**src/design/lpht_pkg.sv**
```systemverilog
package lpht_pkg;

    localparam int MaxEntries = 1024;
    localparam int HashW      = 32;
    localparam int ValueW     = 32;
    localparam int IdxW       = 10;
    localparam int StatusW    = 2;
    localparam int PctW       = 7;
    localparam logic [PctW-1:0] FillLimitReset = 7'd70;
    localparam int Percent    = 100;

    typedef enum logic [1:0] {
        ST_MISSING  = 2'd0,
        ST_FOUND    = 2'd1,
        ST_INSERTED = 2'd2,
        ST_FULL     = 2'd3
    } t_status;

    typedef enum logic [3:0] {
        S_IDLE,
        S_HINT,
        S_PROBE,
        S_DECIDE,
        S_INSERT,
        S_CLR,
        S_RH_RD,
        S_RH_PL,
        S_CP_RD,
        S_CP_WR,
        S_RESTART,
        S_DONE
    } t_state;

    typedef struct packed {
        logic              cmd;
        logic [HashW-1:0]  key_hash;
        logic [IdxW-1:0]   hint_index;
        logic [ValueW-1:0] new_value;
    } t_req;

    typedef struct packed {
        logic [StatusW-1:0] status;
        logic [ValueW-1:0]  entry_value;
        logic [IdxW-1:0]    slot_index;
    } t_rsp;

    // memory port bundle from control to bank
    typedef struct packed {
        logic              we;
        logic [IdxW-1:0]   waddr;
        logic [HashW-1:0]  whash;
        logic [ValueW-1:0] wval;
        logic [IdxW-1:0]   raddr;
    } t_mem_ctl;

endpackage

```
**src/design/lpht_ctrl.sv**
```systemverilog
module lpht_ctrl #(
    parameter int MAX_ENTRIES = lpht_pkg::MaxEntries,
    parameter int HASH_W      = lpht_pkg::HashW,
    parameter int VAL_W       = lpht_pkg::ValueW,
    parameter int AW          = lpht_pkg::IdxW
) (
    input  logic                      i_clk,
    input  logic                      i_rst_n,
    input  logic                      i_req_valid,
    output logic                      o_req_stall,
    input  lpht_pkg::t_req            i_req,
    output logic                      o_rsp_valid,
    input  logic                      i_rsp_stall,
    output lpht_pkg::t_rsp            o_rsp,
    input  logic [lpht_pkg::PctW-1:0] i_fill_limit,
    output lpht_pkg::t_mem_ctl        o_main,
    input  logic [HASH_W-1:0]         i_main_hash,
    input  logic [VAL_W-1:0]          i_main_val,
    output lpht_pkg::t_mem_ctl        o_spare,
    input  logic [HASH_W-1:0]         i_spare_hash,
    input  logic [VAL_W-1:0]          i_spare_val
);

    localparam int CW = AW + 1;
    localparam int PW = CW + 7;

    lpht_pkg::t_state r_state, n_state;
    lpht_pkg::t_req   r_req, n_req;
    lpht_pkg::t_rsp   r_rsp, n_rsp;
    lpht_pkg::t_rsp   r_out, n_out;
    logic             r_rsp_valid, n_rsp_valid;
    logic [CW-1:0]    r_cap, n_cap;
    logic [CW-1:0]    r_count, n_count;
    logic [HASH_W-1:0] r_bloom, n_bloom;
    logic [AW-1:0]    r_k, n_k;
    logic [AW-1:0]    r_start, n_start;
    logic             r_free_ok, n_free_ok;
    logic [AW-1:0]    r_free, n_free;
    logic [CW-1:0]    r_i, n_i;
    logic [HASH_W-1:0] r_mv_hash, n_mv_hash;
    logic [VAL_W-1:0] r_mv_val, n_mv_val;
    logic [PW-1:0]    r_num, n_num;
    logic [PW-1:0]    r_den, n_den;

    logic [AW-1:0] mask, nmask;
    logic [CW-1:0] newcap;
    logic          can_grow;
    logic [AW-1:0] k_inc, k_inc_n;
    logic [HASH_W-1:0] h_in;

    assign mask    = AW'(r_cap - CW'(1));
    assign newcap  = (r_cap == '0) ? CW'(1) : CW'({r_cap, 1'b0});
    assign nmask   = AW'(newcap - CW'(1));
    assign can_grow = (r_cap == '0) || ({1'b0, r_cap, 1'b0} <= (CW+2)'(MAX_ENTRIES));
    assign k_inc   = (r_k + AW'(1)) & mask;
    assign k_inc_n = (r_k + AW'(1)) & nmask;
    assign h_in    = r_req.key_hash;

    always_ff @(posedge i_clk) begin
        if (!i_rst_n) begin
            r_state     <= lpht_pkg::S_IDLE;
            r_rsp_valid <= 1'b0;
            r_cap       <= '0;
            r_count     <= '0;
            r_bloom     <= '0;
        end else begin
            r_state     <= n_state;
            r_rsp_valid <= n_rsp_valid;
            r_cap       <= n_cap;
            r_count     <= n_count;
            r_bloom     <= n_bloom;
        end
        r_req     <= n_req;
        r_rsp     <= n_rsp;
        r_out     <= n_out;
        r_k       <= n_k;
        r_start   <= n_start;
        r_free_ok <= n_free_ok;
        r_free    <= n_free;
        r_i       <= n_i;
        r_mv_hash <= n_mv_hash;
        r_mv_val  <= n_mv_val;
        r_num     <= n_num;
        r_den     <= n_den;
    end

    always_comb begin
        n_state     = r_state;
        n_req       = r_req;
        n_rsp       = r_rsp;
        n_out       = r_out;
        n_rsp_valid = r_rsp_valid;
        n_cap       = r_cap;
        n_count     = r_count;
        n_bloom     = r_bloom;
        n_k         = r_k;
        n_start     = r_start;
        n_free_ok   = r_free_ok;
        n_free      = r_free;
        n_i         = r_i;
        n_mv_hash   = r_mv_hash;
        n_mv_val    = r_mv_val;
        n_num       = r_num;
        n_den       = r_den;
        o_main      = '0;
        o_spare     = '0;
        o_main.raddr  = r_k;
        o_spare.raddr = r_k;
        o_req_stall = (r_state != lpht_pkg::S_IDLE);

        if (r_rsp_valid && !i_rsp_stall) begin
            n_rsp_valid = 1'b0;
        end

        case (r_state)
            lpht_pkg::S_IDLE: begin
                if (i_req_valid && !o_req_stall) begin
                    n_req = i_req;
                    n_k   = i_req.hint_index & mask;
                    o_main.raddr = i_req.hint_index & mask;
                    n_rsp = '0;
                    if (i_req.key_hash == '0) begin
                        n_state = lpht_pkg::S_DONE;
                    end else if (!i_req.cmd && (((r_bloom & i_req.key_hash)
                                 != i_req.key_hash) || r_cap == '0)) begin
                        n_state = lpht_pkg::S_DONE;
                    end else if (r_cap == '0) begin
                        n_state = lpht_pkg::S_DECIDE;
                    end else begin
                        n_state = lpht_pkg::S_HINT;
                    end
                end
            end
            lpht_pkg::S_HINT: begin
                if (i_main_hash == h_in) begin
                    n_rsp.status      = lpht_pkg::ST_FOUND;
                    n_rsp.entry_value = i_main_val;
                    n_rsp.slot_index  = r_k;
                    n_state = lpht_pkg::S_DONE;
                end else begin
                    n_k     = AW'(h_in) & mask;
                    n_start = AW'(h_in) & mask;
                    o_main.raddr = AW'(h_in) & mask;
                    n_free_ok = 1'b0;
                    n_state = lpht_pkg::S_PROBE;
                end
            end
            lpht_pkg::S_PROBE: begin
                if (i_main_hash == h_in) begin
                    n_rsp.status      = lpht_pkg::ST_FOUND;
                    n_rsp.entry_value = i_main_val;
                    n_rsp.slot_index  = r_k;
                    n_state = lpht_pkg::S_DONE;
                end else if (i_main_hash == '0 || k_inc == r_start) begin
                    if (i_main_hash == '0) begin
                        n_free_ok = 1'b1;
                        n_free    = r_k;
                    end
                    if (!r_req.cmd) begin
                        n_state = lpht_pkg::S_DONE;
                    end else begin
                        n_num = PW'(r_count) * PW'(lpht_pkg::Percent);
                        n_den = '0;
                        n_state = lpht_pkg::S_DECIDE;
                    end
                end else begin
                    n_k = k_inc;
                    o_main.raddr = k_inc;
                end
            end
            lpht_pkg::S_DECIDE: begin
                // fill >= limit  <=>  count*100 >= limit*cap (truncation safe)
                if (r_cap != '0 && r_free_ok &&
                    ((r_num < PW'(i_fill_limit) * PW'(r_cap)) || !can_grow)) begin
                    n_state = lpht_pkg::S_INSERT;
                end else if (!can_grow) begin
                    n_rsp.status = lpht_pkg::ST_FULL;
                    n_state = lpht_pkg::S_DONE;
                end else begin
                    n_i = '0;
                    n_state = lpht_pkg::S_CLR;
                end
            end
            lpht_pkg::S_INSERT: begin
                o_main.we    = 1'b1;
                o_main.waddr = r_free;
                o_main.whash = h_in;
                o_main.wval  = r_req.new_value;
                n_count = r_count + CW'(1);
                n_bloom = r_bloom | h_in;
                n_rsp.status      = lpht_pkg::ST_INSERTED;
                n_rsp.entry_value = r_req.new_value;
                n_rsp.slot_index  = r_free;
                n_state = lpht_pkg::S_DONE;
            end
            lpht_pkg::S_CLR: begin
                o_spare.we    = 1'b1;
                o_spare.waddr = AW'(r_i);
                if (r_i == newcap - CW'(1)) begin
                    n_i = '0;
                    o_main.raddr = '0;
                    n_state = (r_cap == '0) ? lpht_pkg::S_CP_RD : lpht_pkg::S_RH_RD;
                end else begin
                    n_i = r_i + CW'(1);
                end
            end
            lpht_pkg::S_RH_RD: begin
                // main read of entry r_i issued last cycle
                o_main.raddr = AW'(r_i);
                if (i_main_hash == '0) begin
                    if (r_i == r_cap - CW'(1)) begin
                        n_i = '0;
                        n_state = lpht_pkg::S_CP_RD;
                    end else begin
                        n_i = r_i + CW'(1);
                        o_main.raddr = AW'(r_i + CW'(1));
                    end
                end else begin
                    n_mv_hash = i_main_hash;
                    n_mv_val  = i_main_val;
                    n_k       = AW'(i_main_hash) & nmask;
                    o_spare.raddr = AW'(i_main_hash) & nmask;
                    n_state = lpht_pkg::S_RH_PL;
                end
            end
            lpht_pkg::S_RH_PL: begin
                if (i_spare_hash != '0) begin
                    n_k = k_inc_n;
                    o_spare.raddr = k_inc_n;
                end else begin
                    o_spare.we    = 1'b1;
                    o_spare.waddr = r_k;
                    o_spare.whash = r_mv_hash;
                    o_spare.wval  = r_mv_val;
                    if (r_i == r_cap - CW'(1)) begin
                        n_i = '0;
                        n_state = lpht_pkg::S_CP_RD;
                    end else begin
                        n_i = r_i + CW'(1);
                        o_main.raddr = AW'(r_i + CW'(1));
                        n_state = lpht_pkg::S_RH_RD;
                    end
                end
            end
            lpht_pkg::S_CP_RD: begin
                o_spare.raddr = AW'(r_i);
                n_state = lpht_pkg::S_CP_WR;
            end
            lpht_pkg::S_CP_WR: begin
                o_main.we    = 1'b1;
                o_main.waddr = AW'(r_i);
                o_main.whash = i_spare_hash;
                o_main.wval  = i_spare_val;
                if (r_i == newcap - CW'(1)) begin
                    n_cap = newcap;
                    // rerun the lookup on the grown table once the last copy has landed
                    n_k = r_req.hint_index & nmask;
                    n_state = lpht_pkg::S_RESTART;
                    n_i = '0;
                end else begin
                    n_i = r_i + CW'(1);
                    n_state = lpht_pkg::S_CP_RD;
                end
            end
            lpht_pkg::S_RESTART: begin
                // hint read goes out on r_k
                n_state = lpht_pkg::S_HINT;
            end
            lpht_pkg::S_DONE: begin
                if (!r_rsp_valid || !i_rsp_stall) begin
                    n_rsp_valid = 1'b1;
                    n_out = r_rsp;
                    n_state = lpht_pkg::S_IDLE;
                end
            end
            default: n_state = lpht_pkg::S_IDLE;
        endcase
    end

    assign o_rsp_valid = r_rsp_valid;
    assign o_rsp       = r_out;

endmodule

```
**config.mk**
```make
export PLATFORM = sky130hd
export DESIGN_NAME = lpht_ctrl
export DESIGN_NICKNAME = d
export VERILOG_FILES = /design/src/design/lpht_pkg.sv /design/src/design/lpht_ctrl.sv
export SDC_FILE = /design/constraint.sdc
export NUM_CORES = 1
export LEC_CHECK = 0
export ABC_AREA = 0
export BUFFER_PORTS_ARGS = -buffer_cell sky130_fd_sc_hd__buf_2
export CORE_ASPECT_RATIO = 0.5
export CORE_MARGIN = 2
export CORE_UTILIZATION = 56
export DETAILED_ROUTE_END_ITERATION = 10
export PLACE_DENSITY_LB_ADDON = 0.25
export SYNTH_ARGS = -nofsm -noshare
export SYNTH_HDL_FRONTEND = slang
export SYNTH_SLANG_ARGS = --single-unit
```
**constraint.sdc**
```tcl
create_clock -name i_clk -period 8.8 [get_ports i_clk]
set_input_delay 1.76 -clock i_clk [delete_from_list [all_inputs] [get_ports i_clk]]
set_output_delay 1.76 -clock i_clk [all_outputs]
set_load 0.01 [all_outputs]
```
Word-level counts from Yosys, hierarchy flattened. Cells that the tools add are included.

Register bits: 344. Bits in latches: 0. Bits in writable memories: 0. Memory bits (read-only): 0. Input port bits: 214. Output and inout bits: 216. Logic and storage cells: 176. Memories kept: 0.

Add/sub/neg operators: 5. Multiply operators: 2. Divide/modulo/power cells: 0. $lt $le $gt $ge: 2. Equal/unequal tests: 32. Shift-type cells: 0. Multiplexer cells: 60. Bitwise gates (word level): 10. Reductions and logical operators: 42.

Operators by type and width (count): $pmux 75 s2 (1); $pmux 42 s3 (1); $mux 10 (12); $pmux 10 s6 (2); $mux 44 (2); $mux 11 (7); $mux 75 (1); $logic_not 32->1 (2); $mux 4 (16); $mux 64 (1); $and 10x10->10 (6); $pmux 4 s12 (1); $pmux 11 s4 (1); $and 32x32->32 (1); $eq 32x32->1 (1); $ne 32x32->1 (1); $or 32x32->32 (1); $reduce_bool 32->1 (1); $pmux 10 s3 (1); $ne 2x2->1 const B (13); $add 11x1->11 const B (2); $eq 11x11->1 (2); $pmux 11 s2 (1); $sub 11x1->11 const B (2); other kinds (33) (74).

Logic depth before layout (Yosys ltp). Gate-level depths: netlist (run 1).

Word-level depth: 8. Mapped depth: 28. Depth with buffers taken out: 26.

Worst setup path before layout (run 1). OpenSTA, ideal clock, no wires.

Kind: input to register. Start point: input port i_fill_limit[1] (netlist bit). End point: register r_i[0], enable pin. Setup time: 322 ps. Arrival time: 7168 ps. Data required time: 8478 ps. Setup slack: 1310 ps. Stages on the path: 26. Path buffers: 1. Cell sequence: clkbuf_1 -> and2_1 -> fa_1 -> inv_1 -> fa_1 -> inv_1 -> fa_1 -> inv_1 -> fa_1 -> inv_1 -> ha_1 -> a21boi_0 -> o21ai_0 -> a211oi_1 -> nor3_1 -> o41ai_1 -> a21oi_1 -> xor2_1 -> ha_1 -> nand3_1 -> a2111oi_0 -> a21oi_1 -> nor2b_1 -> o21ai_0 -> nand3_1 -> o221a_2.

Longest elaborated chain between the ends: 6.

RTL lines: start: declaration (RTL line lpht_ctrl.sv:15) `input logic [lpht_pkg::PctW-1:0] i_fill_limit,`; $mul 7x11->18 (RTL line lpht_ctrl.sv:174) `((r_num < PW'(i_fill_limit) * PW'(r_cap)) || !can_grow)) begin`; $lt 18x18->1 (RTL line lpht_ctrl.sv:174); $logic_or 1x1->1 (RTL line lpht_ctrl.sv:174); $logic_and 1x1->1 (RTL line lpht_ctrl.sv:173) `if (r_cap != '0 && r_free_ok &&`; $ne 2x2->1 (no source line); $reduce_and 5->1 (no source line); end signal: assignment (RTL line lpht_ctrl.sv:80) `r_i <= n_i;`; end: declaration (RTL line lpht_ctrl.sv:39) `logic [CW-1:0] r_i, n_i;`.

Every way passes these cells. A chain may end at the register's enable or synchronous reset.

Final worst setup path (run 1).
Start point: input port i_fill_limit[1] (netlist bit). End point: register r_i[3], enable pin.

Same word-level chain as after synthesis.

==> metrics, run 1 <==
worst hold path type=register to register; Cell Area, Placed=23,000 sq um; Final Worst Setup Slack=1330 ps; post-synthesis sequential area ratio=0.475; fraction of registers with async set/reset=0; clk root buf=clkbuf_16; Main synth FF type=edfxtp_1; Setup crit end kind=register; DIE WIDTH=275 microns; Core Area=36,000 sq um; pre-CTS setup slack=689 ps; Worst Path Required=9070 ps; die area=38,300 sq um; GRT overflow=0; Die Y=139 microns; Synth Warn #=0; fmax=0.134 GHz; final hold violations=0; first-pass GRT wire length=101,000 microns; Post-Synthesis Cell Area=20,500 sq um; buffer count from post-CTS setup fixing=0; # setup viols final=0; Detail Placement HPWL=51,000 microns; cell family with most CP delay=adder cells; initial antenna violation count=2; FP Rows=49; area grow syn2layout=17.6%; vias in the first global route=16,600; syn_nets=2,282; Crit Path Class=input port to register; Period minus WS final=7470 ps; total of max-cap violations=0; Slew Viols, Final=0; post-route cell area=24,100 sq um; 1st-pass router iterations=8; CTS tree=done; EDFF count, synth=285; Clock Path Buffers=3; # resized after CTS=0; Worst path slowest cell=fa_1; via count=17,500; Routed WL=68,500 microns; setup TNS=0 ps; DRC=0; period utilization=0.849; synthesized instance count=1,925; Iter 0 DRT Violations=2,507; Worst-path clk slew=70 ps; Worst slew margin=0.204; CTS Buf Count=31; clk_lat worst skew=610 ps; Fin Clk Skew=32.3 ps; CP max FO=11; post-route ant nets=0; RSZ-0062 raised after global routing=false; # nets final=2,648; GRT Total Usage=0.348; Synth Register Bits=344; status=finished clean; Hold-fix buffers, CTS=0; port buffer count=429; Critical Path AT=7740 ps; I/O pin total=430; crit-path max cell delay=530 ps; Slew @ Worst Pin=1190 ps; initial core utilization=0.570; synth unique cells=80; syn avg cell area=10.7 sq um; largest net degree at the start of global routing=82; TritonCTS Sinks=344; via/cell ratio=6.26; P_leak=10.5 nW; routed len/inst=24.5 microns; peak supply drop=201 uV; startpoint types=input port; RD Place Congestion=0.969; layout cells sized above 1=0.231; H-tree depth=1; PD cells=252 nW/um^2; Buf/Inv on CP=5
==> layout by cell type, fill, tap and decap left out, types with 10 or more instances in the layout <==
| cell type | instances |
|---|---|
| o21ai_0 | 39 |
| a211oi_1 | 14 |
| nand2_1 | 97 |
| mux2i_1 | 22 |
| nor3_1 | 27 |
| dfxtp_1 | 59 |
| a21oi_1 | 99 |
| a31oi_1 | 11 |
| ha_1 | 93 |
| nand2b_1 | 29 |
| and2_1 | 136 |
| o22ai_1 | 16 |
| nor4_1 | 38 |
| nor2_1 | 142 |
| edfxtp_1 | 285 |
| nand3_1 | 45 |
| o2111ai_1 | 10 |
| a22oi_1 | 21 |
| nand4_1 | 22 |
| clkbuf_16 | 35 |
| inv_1 | 119 |
| fa_1 | 50 |
| buf_4 | 24 |
| xor2_1 | 26 |
| buf_2 | 429 |
| or3_1 | 18 |
| nor2b_1 | 19 |
| and3_1 | 17 |
| xnor2_1 | 89 |
| a22o_1 | 128 |
==> metal layers <==
metal	share of wire	GRT usage
met1	0.40	0.481
met2	0.45	0.544
met3	0.11	0.0832
met4	0.036	0.112
met5	0.00010	0
==> final timing paths <==
check | start | endpoint | slack (ps) | depth (start not counted)
setup / recovery | i_fill_limit[1] | r_i[3] | 1330 | 26
hold / removal | r_rsp[30] | o_rsp[30] | 420 | 0
setup reg to reg | r_cap[4] | r_i[3] | 2010 | 25
hold reg to reg | r_rsp[30] | o_rsp[30] | 420 | 0
==> power by group <==
group / total (mW) / internal (mW) / switching, mW
Sequential: 2.61 / 2.23 / 0.376
Clock: 1.47 / 0.812 / 0.654
Combinational: 2.01 / 0.751 / 1.26
==> final cells by class <==
| cell class | instances | area, sq um |
|---|---|---|
| antenna | 1 | 2.50 |
| clock buffer | 41 | 928 |
| clock inverter | 17 | 168 |
| fill | 2859 | 11900 |
| inverter | 123 | 463 |
| multi-input combinational | 1338 | 9890 |
| sequential | 344 | 9740 |
| tap | 484 | 606 |
| timing repair buffer | 453 | 2330 |
==> metrics by stage <==
step / util / hold slack, ps / total power, mW / cells
after floorplan: - / 400 / 3.76 / 1925
after global placement: 0.640 / 400 / 4.54 / 2742
after detailed placement: 0.640 / 405 / 4.56 / 2742
after CTS: 0.670 / 421 / 6.02 / 2800
after global routing: 0.670 / 423 / 6.29 / 2801
final: 0.670 / 419 / 6.08 / 2801
==> cell families after synthesis <==
| family | Yosys count | synth area share |
|---|---|---|
| multiplexers | 23 | 0.0113 |
| adder cells (fa/ha/maj) | 143 | 0.105 |
| XOR/XNOR | 116 | 0.0502 |
| flip-flops | 344 | 0.475 |
| AO/OA/AOI/OAI | 425 | 0.151 |
| buffers and inverters | 243 | 0.0455 |
| AND/OR/NAND/NOR | 631 | 0.162 |
==> synthesized netlist by cell type (26+ instances only) <==
master,instances,share of area
a21oi_1,101,0.025
a22o_1,128,0.055
and2_1,137,0.042
clkbuf_1,103,0.019
dfxtp_1,59,0.058
edfxtp_1,285,0.42
fa_1,50,0.049
ha_1,93,0.057
inv_1,121,0.022
nand2_1,97,0.018
nand2b_1,29,0.0088
nand3_1,45,0.011
nor2_1,144,0.026
nor3_1,29,0.0071
nor4_1,38,0.012
o21ai_0,40,0.0098
xnor2_1,89,0.038
xor2_1,26,0.011
==> registers in the layout, summed over array words and instances, names as in the netlist <==
| signal | count |
|---|---|
| o_rsp | 44 |
| r_mv_hash | 32 |
| r_i | 11 |
| r_k | 10 |
| r_free | 10 |
| r_state | 4 |
| h_in | 32 |
| r_req | 43 |
| r_cap | 11 |
| r_bloom | 32 |
| r_mv_val | 32 |
| r_free_ok | 1 |
| r_count | 11 |
| r_num | 16 |
| o_rsp_valid | 1 |
| r_start | 10 |
| r_rsp | 44 |
No activity file was read; power rests on OpenSTA's default activity.
==> run 2, diff against run 1 <==
--- a/config.mk
+++ b/config.mk
@@ -5,11 +5,11 @@
 export SDC_FILE = /design/constraint.sdc
 export NUM_CORES = 1
 export LEC_CHECK = 0
-export ABC_AREA = 0
+export ABC_AREA = 1
 export BUFFER_PORTS_ARGS = -buffer_cell sky130_fd_sc_hd__buf_2
 export CORE_ASPECT_RATIO = 0.5
 export CORE_MARGIN = 2
-export CORE_UTILIZATION = 56
+export CORE_UTILIZATION = 51
 export DETAILED_ROUTE_END_ITERATION = 10
 export PLACE_DENSITY_LB_ADDON = 0.25
 export SYNTH_ARGS = -nofsm -noshare
==> constraint.sdc (replaced) <==
create_clock -name i_clk -period 6.44 [get_ports i_clk]
set_input_delay 1.288 -clock i_clk [delete_from_list [all_inputs] [get_ports i_clk]]
set_output_delay 1.288 -clock i_clk [all_outputs]
set_load 0.01 [all_outputs]
==> run 2 against run 1 <==
  * Flip-flop and latch count unchanged
  * Critical endpoint is now r_i[4]
  * Register-to-register slack got worse by 1400 ps
  * Highest routed layer unchanged
  * Combinational power increased by 28%
  * First-iteration DRC count decreased by 6.4%
  * Clock-buffer cell count unchanged
  * Largest cell class is now registers
  * Synthesized cell count increased by 32%
  * Global-route usage decreased by 2.4 points
  * Synthesized area increased by 2.3%
  * Critical path type unchanged
==> metrics, run 2 <==
Worst slew margin=0.179 (was 0.204); synthesized instance count=2,534 (was 1,925); Synth top cells by count=656 x nand2_1, 431 x inv_1, 285 x edfxtp_1, 225 x nor2_1, 143 x nand3_1 (was 285 x edfxtp_1, 144 x nor2_1, 137 x and2_1, 128 x a22o_1, 121 x inv_1); pre-CTS setup slack=-511 ps (was 689 ps); worst hold path type=register to register (unchanged); H-tree depth=2 (was 1); vias in the first global route=18,400 (was 16,600); Routed WL=71,800 microns (was 68,500 microns); largest net degree at the start of global routing=59 (was 82); status=finished clean (unchanged); initial core utilization=0.518 (was 0.570); clk root buf=clkbuf_16 (unchanged); fmax=0.162 GHz; first-pass GRT wire length=106,000 microns (was 101,000 microns); via count=19,400 (was 17,500); CTS tree=done (unchanged); DIE WIDTH=291 microns (was 275 microns); initial antenna violation count=2 (unchanged); GRT Total Usage=0.324 (was 0.348); TritonCTS Sinks=344 (unchanged); startpoint types=input port (unchanged); most frequent cells in the layout=652 x nand2_1, 429 x inv_1, 429 x buf_2, 285 x edfxtp_1, 218 x nor2_1 (was 429 x buf_2, 285 x edfxtp_1, 142 x nor2_1, 136 x and2_1, 128 x a22o_1); via/cell ratio=5.47 (was 6.26); post-synthesis sequential area ratio=0.464 (was 0.475); I/O pin total=430 (unchanged); CTS Buf Count=34 (was 31); Post-Synthesis Cell Area=21,000 sq um (was 20,500 sq um); final core occ=0.627 (was 0.670); Worst-path clk slew=70 ps (about the same); Crit Path Class=input port to register (unchanged); EDFF count, synth=285 (unchanged); P_leak=12.7 nW (was 10.5 nW); total of max-cap violations=0 (unchanged); Core Area=40,500 sq um (was 36,000 sq um); synth unique cells=48 (was 80); Slew @ Worst Pin=1230 ps (was 1190 ps); Fin Clk Skew=28.4 ps (was 32.3 ps); RD Place Congestion=1.01 (was 0.969); commonest non-fill, non-tap cell in the layout=nand2_1 (was buf_2); CP max FO=6 (was 11); port buffer count=429 (unchanged); area grow syn2layout=21.1% (was 17.6%); Final Worst Setup Slack=270 ps (was 1330 ps); DRC=0 (unchanged); post-route ant nets=0 (unchanged); clk_lat worst skew=560 ps (was 610 ps); # nets final=3,345 (was 2,648); period utilization=0.958; Worst Path Required=6750 ps (was 9070 ps); Worst path slowest cell=fa_1 (unchanged); syn_nets=2,891 (was 2,282); Period minus WS final=6170 ps; setup TNS=0 ps (unchanged); fraction of registers with async set/reset=0 (unchanged); cell family with most CP delay=adder cells (unchanged); Synth Register Bits=344 (unchanged); # setup viols final=0 (unchanged); critical path's most frequent cell=inv_1; Synth Warn #=0 (unchanged); PD cells=311 nW/um^2 (was 252 nW/um^2); crit-path max cell delay=530 ps (about the same); Die Y=147 microns (was 139 microns); Setup crit end kind=register (unchanged); GRT overflow=0 (unchanged); Clock Path Buffers=3 (unchanged); Critical Path AT=6480 ps (was 7740 ps); Detail Placement HPWL=53,700 microns (was 51,000 microns); syn avg cell area=8.29 sq um (was 10.7 sq um); Yosys top cell by area=edfxtp_1 (unchanged); Hold-fix buffers, CTS=0 (unchanged); layout cells sized above 1=0.207 (was 0.231); Buf/Inv on CP=10 (was 5); top cell type's share of synthesized area=0.408 (was 0.417); 1st-pass router iterations=8 (unchanged); peak supply drop=254 uV (was 201 uV); FP Rows=52 (was 49); ranking of synthesized cells by area=edfxtp_1 41%, nand2_1 12%, inv_1 7.7% (was edfxtp_1 42%, dfxtp_1 5.8%, ha_1 5.7%); Main synth FF type=edfxtp_1 (unchanged); Tot Pwr=7.91 mW (was 6.08 mW); final hold violations=0 (unchanged); Iter 0 DRT Violations=2,347 (was 2,507); routed len/inst=20.2 microns (was 24.5 microns); count leader, synth=nand2_1 (was edfxtp_1); Slew Viols, Final=0 (unchanged); die area=42,900 sq um (was 38,300 sq um)
==> run 2: logic make-up after synthesis <==
logic type	Yosys count	synth area share
AND/OR/NAND/NOR	1150	0.232
XOR/XNOR	60	0.0254
AO/OA/AOI/OAI	316	0.0810
flip-flops	344	0.464
buffers and inverters	521	0.0949
adder cells (fa/ha/maj)	143	0.103
==> run 2: final cells by class <==
class                           count  area (sq um)
Fill cell                        3628         15100
Sequential cell                   344          9740
Multi-Input combinational cell   1669          9520
Timing Repair Buffer              502          2740
Inverter                          437          1640
Clock buffer                       41           917
Tap cell                          540           676
Clock inverter                     18           191
Antenna cell                        2          5.00
==> run 2: routing by layer <==
metal	GRT usage	share of wire
met5	0	0.00018
met3	0.0755	0.10
met4	0.134	0.043
met2	0.525	0.46
met1	0.423	0.40
==> run 2: worst paths after layout <==
| check | start | end | slack, ps | cells past startpoint |
|---|---|---|---|---|
| worst max-delay path | i_fill_limit[3] | r_i[4] | 270 | 33 |
| worst min-delay path | r_rsp[17] | o_rsp[17] | 410 | 0 |
| worst max register to register | r_cap[3] | r_i[4] | 590 | 33 |
| worst min register to register | r_rsp[17] | o_rsp[17] | 410 | 0 |
==> run 2: stage by stage <==
step	cells	hold slack, ps	instance area (sq um)
global route	3552	422	25400
detailed placement	3487	405	24100
floorplan	2534	400	21100
global placement	3487	401	24100
CTS	3546	416	25200
finish	3553	413	25400
==> run 2: repair_timing <==
action | 4_1_cts | 5_1_grt
buffers inserted | 0 | 4
resized for setup | 0 | 23
setup endpoints to repair | 0 | 12
==> run 2: report_power, final <==
part / internal, mW / switching [mW] / leakage [nW]
registers: 3.04 / 0.276 / 3.14
clock network: 1.11 / 0.913 / 0.541
logic: 0.754 / 1.83 / 9.00
